$ cat config.mk
export PLATFORM = sky130hd
export DESIGN_NAME = joystick_curve_deadband_slew_limiter_top
export DESIGN_NICKNAME = d
export VERILOG_FILES = /design/src/rtl/core/jcdsl_pkg.sv /design/src/rtl/core/jcdsl_div.sv /design/src/rtl/core/joystick_curve_deadband_slew_limiter_top.sv
export SDC_FILE = /design/constraint.sdc
export NUM_CORES = 2
export LEC_CHECK = 0
export BUFFER_PORTS_ARGS = -buffer_cell sky130_fd_sc_hd__buf_2
export CORE_MARGIN = 3
export CORE_UTILIZATION = 63
export DETAILED_ROUTE_END_ITERATION = 10
export PLACE_DENSITY = 0.88
export SLEW_MARGIN = 25
export SYNTH_ARGS = -nofsm -noshare
export SYNTH_HDL_FRONTEND = slang
export SYNTH_SLANG_ARGS = --single-unit
export TNS_END_PERCENT = 5
$ cat constraint.sdc
create_clock -name clk -period 5.42 [get_ports clk]
set_clock_uncertainty 0.15 [all_clocks]
set_input_delay 0.271 -clock clk [delete_from_list [all_inputs] [get_ports clk]]
set_output_delay 0.271 -clock clk [all_outputs]
set_load 0.02 [all_outputs]
$ cat src/rtl/core/jcdsl_pkg.sv
// Shared constants, codes and types for the joystick curve and slew limiter.
`timescale 1ns / 1ps
package jcdsl_pkg;

  localparam int CURVE_DEPTH = 128;
  localparam int CURVE_AW    = $clog2(CURVE_DEPTH);
  localparam int TIME_W      = 32;
  localparam int DIV_CNT_W   = $clog2(TIME_W);

  localparam int STICK_W     = 8;
  localparam int CURVE_VAL_W = 7;
  localparam int COEFF_W     = 12;
  localparam int PROD_W      = COEFF_W + CURVE_VAL_W;
  localparam int MUL_CNT_W   = $clog2(CURVE_VAL_W);
  localparam int STEP_W      = 7;
  localparam int POWER_W     = 8;
  localparam int POWER_MAX   = 127;

  localparam logic [STEP_W-1:0] DEF_MS_STEP = STEP_W'(10);

  localparam int CFG_IDX_W  = 3;
  localparam int CFG_DATA_W = 12;

  // register indexes
  localparam logic [CFG_IDX_W-1:0] REG_ACTIVE      = 3'd0;
  localparam logic [CFG_IDX_W-1:0] REG_COEFF       = 3'd1;
  localparam logic [CFG_IDX_W-1:0] REG_DEADBAND    = 3'd2;
  localparam logic [CFG_IDX_W-1:0] REG_RAMP_ENABLE = 3'd3;
  localparam logic [CFG_IDX_W-1:0] REG_MS_PER_STEP = 3'd4;

  // operation codes
  localparam logic [1:0] OP_SAMPLE  = 2'd0;
  localparam logic [1:0] OP_CURVE   = 2'd1;
  localparam logic [1:0] OP_RESTART = 2'd2;

  typedef enum logic [3:0] {
    ST_IDLE,
    ST_READ,
    ST_LOAD,
    ST_MUL,
    ST_SHAPE,
    ST_RCHK,
    ST_DIV,
    ST_LIMIT,
    ST_DONE
  } state_t;

endpackage

$ cat src/rtl/core/jcdsl_div.sv
// Bit-serial restoring divider: elapsed time by milliseconds per step.
`timescale 1ns / 1ps
module jcdsl_div (
  input  logic                          clk,
  input  logic                          rst_n,
  input  logic                          start,
  input  logic [jcdsl_pkg::TIME_W-1:0]  dividend,
  input  logic [jcdsl_pkg::STEP_W-1:0]  divisor,
  output logic                          done,
  output logic [jcdsl_pkg::TIME_W-1:0]  quot,
  output logic [jcdsl_pkg::STEP_W-1:0]  rem
);
  import jcdsl_pkg::*;

  logic                 busy_r, busy_nxt;
  logic                 done_r, done_nxt;
  logic [DIV_CNT_W-1:0] cnt_r, cnt_nxt;
  logic [TIME_W-1:0]    num_r, num_nxt;
  logic [STEP_W-1:0]    rem_r, rem_nxt;
  logic [STEP_W-1:0]    div_r;
  logic [STEP_W:0]      trial;
  logic                 ge;

  // shift one dividend bit into the partial remainder each cycle
  assign trial = {rem_r, num_r[TIME_W-1]};
  assign ge    = trial >= {1'b0, div_r};

  always_comb begin
    busy_nxt = busy_r;
    done_nxt = 1'b0;
    cnt_nxt  = cnt_r;
    num_nxt  = num_r;
    rem_nxt  = rem_r;
    if (start) begin
      busy_nxt = 1'b1;
      cnt_nxt  = '0;
      num_nxt  = dividend;
      rem_nxt  = '0;
    end else if (busy_r) begin
      rem_nxt = ge ? STEP_W'(trial - {1'b0, div_r}) : trial[STEP_W-1:0];
      num_nxt = {num_r[TIME_W-2:0], ge};
      cnt_nxt = cnt_r + 1'b1;
      if (cnt_r == DIV_CNT_W'(TIME_W - 1)) begin
        busy_nxt = 1'b0;
        done_nxt = 1'b1;
      end
    end
  end

  always_ff @(posedge clk) begin
    if (!rst_n) begin
      busy_r <= 1'b0;
      done_r <= 1'b0;
      cnt_r  <= '0;
    end else begin
      busy_r <= busy_nxt;
      done_r <= done_nxt;
      cnt_r  <= cnt_nxt;
    end
  end

  always_ff @(posedge clk) begin
    num_r <= num_nxt;
    rem_r <= rem_nxt;
    if (start) begin
      div_r <= divisor;
    end
  end

  assign done = done_r;
  assign quot = num_r;
  assign rem  = rem_r;

endmodule

$ cat src/rtl/core/joystick_curve_deadband_slew_limiter_top.sv
// Top level: joystick curve, gain, deadband and slew-rate limiter.
`timescale 1ns / 1ps
// One beat in gives one beat out, one item at a time. A sample runs a curve
// table read, a shift-add gain multiply and shaping, then goes to the output
// register. With ramping on, an elapsed-time check follows shaping. When more
// than one step of time has gone, a bit-serial divide of the elapsed time (one
// quotient bit per cycle) and the limit step follow. Curve writes, ramp
// restarts, inactive samples and the unused code go straight to the output
// register. A result waits in the done state while the previous one is still
// held by out_stall. The curve table is undefined until written.
module joystick_curve_deadband_slew_limiter_top (
  input  logic                                clk,
  input  logic                                rst_n,
  input  logic                                in_valid,
  output logic                                in_stall,
  input  logic [1:0]                          in_operation,
  input  logic signed [jcdsl_pkg::STICK_W-1:0] in_stick_value,
  input  logic [31:0]                         in_now_ms,
  input  logic [6:0]                          in_curve_index,
  input  logic [jcdsl_pkg::CURVE_VAL_W-1:0]   in_curve_value,
  output logic                                out_valid,
  input  logic                                out_stall,
  output logic signed [jcdsl_pkg::POWER_W-1:0] out_motor_power,
  input  logic                                cfg_wr_en,
  input  logic [jcdsl_pkg::CFG_IDX_W-1:0]     cfg_index,
  input  logic [jcdsl_pkg::CFG_DATA_W-1:0]    cfg_wdata
);
  import jcdsl_pkg::*;

  state_t st_r, st_nxt;

  // configuration
  logic                      active_r;
  logic signed [COEFF_W-1:0] coeff_r;
  logic [6:0]                deadband_r;
  logic                      ramp_en_r;
  logic [STEP_W-1:0]         ms_step_r;

  // ramp state
  logic signed [POWER_W-1:0] last_power_r;
  logic [TIME_W-1:0]         last_upd_r;

  // item datapath
  logic [CURVE_VAL_W-1:0]    curve_mem [CURVE_DEPTH];
  logic [CURVE_AW-1:0]       addr_r;
  logic [CURVE_VAL_W-1:0]    rd_data_r;
  logic                      stick_neg_r;
  logic [TIME_W-1:0]         now_r;
  logic [PROD_W-1:0]         mcand_r;
  logic [CURVE_VAL_W-1:0]    mplier_r;
  logic [PROD_W-1:0]         acc_r;
  logic [MUL_CNT_W-1:0]      mul_cnt_r;
  logic signed [POWER_W-1:0] power_r;
  logic [TIME_W-1:0]         elapsed_r;

  logic                      out_valid_r;
  logic signed [POWER_W-1:0] out_power_r;

  // control strobes
  logic accept, out_free;
  logic do_read, do_load, do_mul, do_shape, do_rchk, do_limit, do_out;

  // combinational helpers
  logic [STICK_W-1:0]        mag;
  logic [CURVE_AW-1:0]       addr_clamp;
  logic [COEFF_W-1:0]        coeff_abs;
  logic [PROD_W-9:0]         m_raw;
  logic [6:0]                m_sat, m_db;
  logic signed [POWER_W-1:0] shaped;
  logic [STEP_W-1:0]         step_eff;
  logic                      short_gap;
  logic                      div_done;
  logic [TIME_W-1:0]         div_quot;
  logic [STEP_W-1:0]         div_rem;
  logic [7:0]                limit;
  logic signed [POWER_W:0]   diff;
  logic [POWER_W:0]          adiff;
  logic                      pass;
  logic signed [POWER_W+1:0] moved;

  assign accept   = in_valid && !in_stall;
  assign out_free = !out_valid_r || !out_stall;

  // next state
  always_comb begin
    st_nxt = st_r;
    case (st_r)
      ST_IDLE: begin
        if (accept) begin
          st_nxt = (in_operation == OP_SAMPLE && active_r) ? ST_READ : ST_DONE;
        end
      end
      ST_READ:  st_nxt = ST_LOAD;
      ST_LOAD:  st_nxt = ST_MUL;
      ST_MUL: begin
        if (mul_cnt_r == MUL_CNT_W'(CURVE_VAL_W - 1)) begin
          st_nxt = ST_SHAPE;
        end
      end
      ST_SHAPE: st_nxt = ramp_en_r ? ST_RCHK : ST_DONE;
      ST_RCHK:  st_nxt = short_gap ? ST_DONE : ST_DIV;
      ST_DIV: begin
        if (div_done) begin
          st_nxt = ST_LIMIT;
        end
      end
      ST_LIMIT: st_nxt = ST_DONE;
      ST_DONE: begin
        if (out_free) begin
          st_nxt = ST_IDLE;
        end
      end
      default:  st_nxt = ST_IDLE;
    endcase
  end

  // state outputs
  always_comb begin
    in_stall = 1'b1;
    do_read  = 1'b0;
    do_load  = 1'b0;
    do_mul   = 1'b0;
    do_shape = 1'b0;
    do_rchk  = 1'b0;
    do_limit = 1'b0;
    do_out   = 1'b0;
    case (st_r)
      ST_IDLE:  in_stall = 1'b0;
      ST_READ:  do_read  = 1'b1;
      ST_LOAD:  do_load  = 1'b1;
      ST_MUL:   do_mul   = 1'b1;
      ST_SHAPE: do_shape = 1'b1;
      ST_RCHK:  do_rchk  = 1'b1;
      ST_LIMIT: do_limit = 1'b1;
      ST_DONE:  do_out   = out_free;
      default:  in_stall = 1'b1;
    endcase
  end

  always_ff @(posedge clk) begin
    if (!rst_n) begin
      st_r <= ST_IDLE;
    end else begin
      st_r <= st_nxt;
    end
  end

  // sample magnitude clamped to the table
  assign mag = in_stick_value[STICK_W-1] ? STICK_W'(-in_stick_value) : in_stick_value;
  assign addr_clamp = (int'(mag) > CURVE_DEPTH - 1) ? CURVE_AW'(CURVE_DEPTH - 1)
                                                    : CURVE_AW'(mag);

  always_ff @(posedge clk) begin
    if (accept && in_operation == OP_CURVE && int'(in_curve_index) < CURVE_DEPTH) begin
      curve_mem[CURVE_AW'(in_curve_index)] <= in_curve_value;
    end
    if (do_read) begin
      rd_data_r <= curve_mem[addr_r];
    end
  end

  // shaping: truncate the Q4.8 product, saturate, apply deadband, restore sign
  assign coeff_abs = coeff_r[COEFF_W-1] ? COEFF_W'(-coeff_r) : COEFF_W'(coeff_r);
  assign m_raw  = acc_r[PROD_W-1:8];
  assign m_sat  = (int'(m_raw) > POWER_MAX) ? 7'(POWER_MAX) : m_raw[6:0];
  assign m_db   = (m_sat < deadband_r) ? 7'd0 : m_sat;
  assign shaped = (stick_neg_r ^ coeff_r[COEFF_W-1]) ? POWER_W'(-{1'b0, m_db})
                                                     : POWER_W'({1'b0, m_db});

  assign step_eff  = (ms_step_r == '0) ? DEF_MS_STEP : ms_step_r;
  assign short_gap = elapsed_r <= TIME_W'(step_eff);

  jcdsl_div u_div (
    .clk      (clk),
    .rst_n    (rst_n),
    .start    (do_rchk && !short_gap),
    .dividend (elapsed_r),
    .divisor  (step_eff),
    .done     (div_done),
    .quot     (div_quot),
    .rem      (div_rem)
  );

  // slew limit: steps clamped to 255
  assign limit = (|div_quot[TIME_W-1:8]) ? 8'hFF : div_quot[7:0];
  assign diff  = (POWER_W+1)'(last_power_r) - (POWER_W+1)'(power_r);
  assign adiff = diff[POWER_W] ? (POWER_W+1)'(-diff) : (POWER_W+1)'(diff);
  assign pass  = adiff < {1'b0, limit};
  assign moved = (power_r > last_power_r)
               ? (POWER_W+2)'(last_power_r) + (POWER_W+2)'({2'b00, limit})
               : (POWER_W+2)'(last_power_r) - (POWER_W+2)'({2'b00, limit});

  // datapath registers, no reset
  always_ff @(posedge clk) begin
    if (accept) begin
      addr_r      <= addr_clamp;
      stick_neg_r <= in_stick_value[STICK_W-1];
      now_r       <= in_now_ms[TIME_W-1:0];
    end
    if (do_load) begin
      mcand_r   <= PROD_W'(coeff_abs);
      mplier_r  <= rd_data_r;
      acc_r     <= '0;
      mul_cnt_r <= '0;
    end
    if (do_mul) begin
      if (mplier_r[0]) begin
        acc_r <= acc_r + mcand_r;
      end
      mcand_r   <= {mcand_r[PROD_W-2:0], 1'b0};
      mplier_r  <= {1'b0, mplier_r[CURVE_VAL_W-1:1]};
      mul_cnt_r <= mul_cnt_r + 1'b1;
    end
    if (do_shape) begin
      power_r   <= shaped;
      elapsed_r <= now_r - last_upd_r;
    end
    if (do_out) begin
      out_power_r <= last_power_r;
    end
  end

  // configuration and ramp state
  always_ff @(posedge clk) begin
    if (!rst_n) begin
      active_r     <= 1'b0;
      coeff_r      <= COEFF_W'(256);
      deadband_r   <= '0;
      ramp_en_r    <= 1'b0;
      ms_step_r    <= DEF_MS_STEP;
      last_power_r <= '0;
      last_upd_r   <= '0;
    end else begin
      if (accept && in_operation == OP_SAMPLE && !active_r) begin
        last_power_r <= '0;
      end
      if (accept && in_operation == OP_RESTART) begin
        ramp_en_r  <= 1'b1;
        last_upd_r <= in_now_ms[TIME_W-1:0];
        if (ms_step_r == '0) begin
          ms_step_r <= DEF_MS_STEP;
        end
      end
      if (do_shape && !ramp_en_r) begin
        last_power_r <= shaped;
      end
      if (do_rchk && short_gap) begin
        last_power_r <= power_r;
      end
      if (do_limit) begin
        if (pass) begin
          last_power_r <= power_r;
          last_upd_r   <= now_r;
        end else begin
          last_power_r <= moved[POWER_W-1:0];
          last_upd_r   <= now_r - TIME_W'(div_rem);
        end
      end
      if (cfg_wr_en) begin
        case (cfg_index)
          REG_ACTIVE:      active_r   <= cfg_wdata[0];
          REG_COEFF:       coeff_r    <= cfg_wdata[COEFF_W-1:0];
          REG_DEADBAND:    deadband_r <= cfg_wdata[6:0];
          REG_RAMP_ENABLE: ramp_en_r  <= cfg_wdata[0];
          REG_MS_PER_STEP: ms_step_r  <= cfg_wdata[STEP_W-1:0];
          default:         ;
        endcase
      end
    end
  end

  // output register: hold the beat until taken
  always_ff @(posedge clk) begin
    if (!rst_n) begin
      out_valid_r <= 1'b0;
    end else if (do_out) begin
      out_valid_r <= 1'b1;
    end else if (!out_stall) begin
      out_valid_r <= 1'b0;
    end
  end

  assign out_valid       = out_valid_r;
  assign out_motor_power = out_power_r;

endmodule

==> metrics list <==
* Run status: finished, final reports clean
- The initial antenna violation count is 7.
* Async SR Flop Fraction: 0%
* Synthesis warning total: 0
- Sum of routed wire length over all layers: approximately 140,000 um
- For this run, the total global-route usage over all layers was measured as 33.8%.
- Area of the die: between 80,000 and 90,000 sq um
- Crit path kind: reg -> reg
- R2r worst-path depth: 19
* Number of max-capacitance violations reported: 0
* Placer Congestion: 0.911
- The worst pin sits at a relative slew slack of between 20% and 30%.
- Ratio of cells with drive above 1 in the final layout: 19.5%
- Area of the mapped netlist: 50,600 sq um
- DP Wirelength: 79,800 um
- Once the floorplan was initialized, standard cells occupied a little under two thirds of the core.
- Synthesis produced a netlist with a net count of 3,326.
* Number of hold buffers added after CTS: 85
* Core area: 79,300 sq um
- Of the total synthesized cell area, the portion taken by AND, OR, NAND and NOR gates is 6.54%.
- Setup violations remaining at the end of the flow were counted as 0.
* Nature of the critical path endpoint: flip-flop
* Root Driver: clkbuf_16
* # port buffers: 85
- Cts bufs inserted: 112
- Final Hold Viols: 0
- Req. time, crit path: 5.85 ns
- Of the synthesized area, sequential elements account for 67.0%.
* Worst-margin pin slew: 1.09 ns
* Detailed-routing iteration count for the pre-antenna-repair pass: 8
- In this run, the number of DRC markers left after iteration 0 of detailed routing was 4,684.
* Mux contribution to synthesized area: 14.3%
* RSZ-0062 raised after global routing: false
* Std cell rows: 103
- STA classifies the critical path startpoint as a flip-flop.
- The first global-routing pass estimated 206,000 um of wire.
- Via count of the first global-routing pass: 31,300
* Final critical-path setup slack: 0.597 ns
* Maximum level of the CTS H-tree: 3
- Fin nets: 3,517
* # fillers: roughly 4,400
- Cell chain of the critical path: inv_1, ha_1, inv_1, fa_1, nand3_1, a21oi_1, or3b_2, xnor2_1, nand2_1, o21ai_0, xor2_1, ha_1, o21a_1, o2111ai_1, o21ai_2, buf_4, nor2_4, or3_1, a311oi_1
- Main synth FF type: edfxtp_1
* Standby leakage power: 0.0189 uW
- Via-to-Cell Ratio: 6.98
- Upper clock frequency limit: 207 MHz
* Final critical path time including I/O delays and setup: 4.82 ns
* I/O pins: 86
- Yosys mapped the design onto 80 distinct sky130hd cell types.
* Synth-to-layout area growth: 12.8%
* Power share of the clock group: roughly two fifths
- The startpoint identified for the worst register-to-register timing path is last_power_r[0].
- Of all nets on the critical path, the largest fanout is 27.
* Remaining Overflow, GRT: 0
* Compound-cell area share of the yosys netlist: 5.38%
- Xor/xnor cell area share of the yosys netlist: 1.75%
- After clock tree synthesis, the clock-pin slew on the worst setup and hold paths is about 0.07 ns.
- Measured along the x axis, the die boundary spans 289 um.
- Entering global routing, the biggest net connects 94 pins.
- In this run the power spent charging and discharging nets is 4700 uW.
- In this run the worst setup path terminates at last_upd_r[4].
- In this run the post-CTS setup repair buffer count came out at 0.
* Critical path startpoint: last_power_r[0]
- Clock tree sinks: around 1,200
- Per report_power, the sequential group accounts for between 40 and 50% of the total.
- Clock latency on the worst-skew pair, taken at its later pin, is 0.71 ns.
- For this block, the via count after detailed routing is about 31,000.
- Pins over their slew limit: 0
- Worst R2R Setup Slack: 0.60 ns
- TritonCTS built the clock tree.
- No sink is reached through more buffers than the 3 on the longest clock path.
- In this run the worst hold path is classified as in -> reg.
* Drc violations: 0
* Routed length per instance: 31.1 um
* Data arrival at the endpoint of the critical path: roughly 5.3 ns
* Internal power of the cells: 15,400 uW
- Place WS: 0.815 ns
- Of the total synthesized cell area, the portion taken by full adders, half adders and majority gates is 2.91%.
- Remaining antenna violation count after routing: 0
- In this run the critical register-to-register path is captured at last_upd_r[4].
- Of the total power, combinational logic draws 8.7%.
- In this design, the stage delay of the slowest critical-path cell is around 0.47 ns.
* Die boundary height: 289 um
- Of the total power, the share spent switching nets is 23.4%.
* Post-synthesis instance total: about 3,100
* Accumulated negative setup slack: 0 ns
- In this run, synthesis produced a sequential element count of around 1,200.
- Post-CTS repair changed the size of 0 cells.
- Largest family of logic cells by synthesized area: multiplexers
- Power Dens Cells: 352 nW/um^2
- Slowest stage cell, crit path: or3b_2
* Number of flops mapped to enable cells by yosys: 1,057
- Across the VDD grid, the largest voltage drop is 316 uV.
* Mean area per synthesized cell: approximately 16 sq um
- After layout, the worst path uses 89.0% of the clock period.
[layout make-up]
cell class	count	area (sq um)	share of cell area, %
diodes	3	7.51	0.0132
clock buffers	134	2930	5.12
clock inverters	77	987	1.73
inverters	120	450	0.789
multi-input cells	1705	15700	27.5
flip-flops and latches	1165	33900	59.4
well taps	1050	1310	2.30
repair buffers	223	1830	3.21
[sequential cells by signal, summed over array words and instances, names as in the netlist, 5 cells and up]
name	count
last_power_r	8
mplier_r	7
u_div.quot	32
out_motor_power	8
deadband_r	7
elapsed_r	32
u_div.div_r	7
now_r	32
mcand_r	19
curve_mem	896
last_upd_r	32
rd_data_r	7
addr_r	7
u_div.rem	7
acc_r	19
u_div.cnt_r	5
coeff_r	12
ms_step_r	7
power_r	8
[worst min-delay path by stage]
stage,from,end,slack [ns],depth (start not counted)
after global routing,in_valid,st_r[2],0.06,5
final,in_valid,st_r[1],0.07,5
after detailed placement,mplier_r[6],mplier_r[6],0.30,2
after floorplan,in_curve_value[0],curve_mem[0][0],0.22,0
after CTS,in_valid,st_r[1],0.01,5
after global placement,mplier_r[6],mplier_r[6],0.30,2
[worst max-delay path, delay by kind of cell (launching register included)]
family,cells,cell delay [ns]
buffers and inverters,3,0.52
XOR/XNOR,2,0.47
adder cells (fa/ha/maj),3,0.87
flip-flops,1,0.33
AO/OA/AOI/OAI,6,1.06
AND/OR/NAND/NOR,5,1.25
[cell usage in the layout, fill, tap and decap left out, drive strengths merged, types with 19 or more instances in the layout]
| master | instances |
|---|---|
| edfxtp | 1057 |
| mux4 | 294 |
| nor2 | 284 |
| nand2 | 168 |
| buf | 138 |
| clkbuf | 134 |
| inv | 120 |
| ha | 108 |
| dfxtp | 108 |
| a21oi | 107 |
| o21ai | 103 |
| dlygate4sd3 | 85 |
| nand3 | 68 |
| clkinv | 54 |
| xnor2 | 53 |
| xor2 | 48 |
| nor3 | 45 |
| mux2 | 39 |
| o211ai | 29 |
| nor4 | 27 |
| o21a | 24 |
| nor2b | 21 |
| a211oi | 20 |
| mux2i | 19 |
| bufinv | 19 |
[synthesized netlist by cell type (19+ instances only)]
| master | count | area share, % |
|---|---|---|
| inv_1 | 119 | 0.88 |
| nor2b_1 | 21 | 0.26 |
| o211ai_1 | 29 | 0.43 |
| buf_1 | 20 | 0.15 |
| nand3_1 | 68 | 0.67 |
| xor2_1 | 48 | 0.83 |
| a211oi_1 | 19 | 0.28 |
| o21a_1 | 24 | 0.36 |
| nor4_1 | 26 | 0.32 |
| a21oi_1 | 106 | 1.0 |
| mux4_2 | 294 | 13 |
| xnor2_1 | 53 | 0.92 |
| mux2i_1 | 19 | 0.38 |
| nor2_1 | 283 | 2.1 |
| edfxtp_1 | 1057 | 63 |
| clkbuf_1 | 95 | 0.70 |
| mux2_2 | 39 | 0.87 |
| ha_1 | 108 | 2.7 |
| buf_2 | 24 | 0.24 |
| dfxtp_1 | 108 | 4.3 |
| nand2_1 | 168 | 1.2 |
| nor3_1 | 45 | 0.45 |
| o21ai_0 | 103 | 1.0 |
[kinds of logic after synthesis]
kind of cell | count (synthesis)
compound gates | 418
xor+xnor | 101
fa+ha+maj | 114
buf+inv | 266
flops | 1165
mux | 352
simple gates | 720
[metrics by stage]
stage                     hold slack [ns]  std cells  power [uW]  area (sq um)  utilization [%]
after floorplan                     0.220       3136       11200         50600                -
after global placement              0.296       4175       11700         52200             65.9
after detailed placement            0.299       4176       11700         52300             65.9
after CTS                          0.0108       4472       20100         57000             72.0
after global routing               0.0619       4475       20500         57100             72.0
final                              0.0708       4477       20100         57100             72.0
[power by group through the flow]
stage | combinational (uW) | clock, uW | sequential [uW]
final | 1750 | 8380 | 9950
after global routing | 1840 | 8740 | 9950
after CTS | 1710 | 8420 | 9950
after detailed placement | 1610 | 0 | 10100
after global placement | 1520 | 0 | 10100
after floorplan | 1050 | 0 | 10100
[routing by layer]
metal | vias up | routed length [um] | track usage (%)
li1 | 12700 | - | -
met2 | 2492 | 68500 | 55.3
met4 | 6 | 7170 | 15.4
met5 | - | 42 | 0
met3 | 500 | 15500 | 6.55
met1 | 15500 | 47900 | 44.6
(Power assumes the default switching activity.)
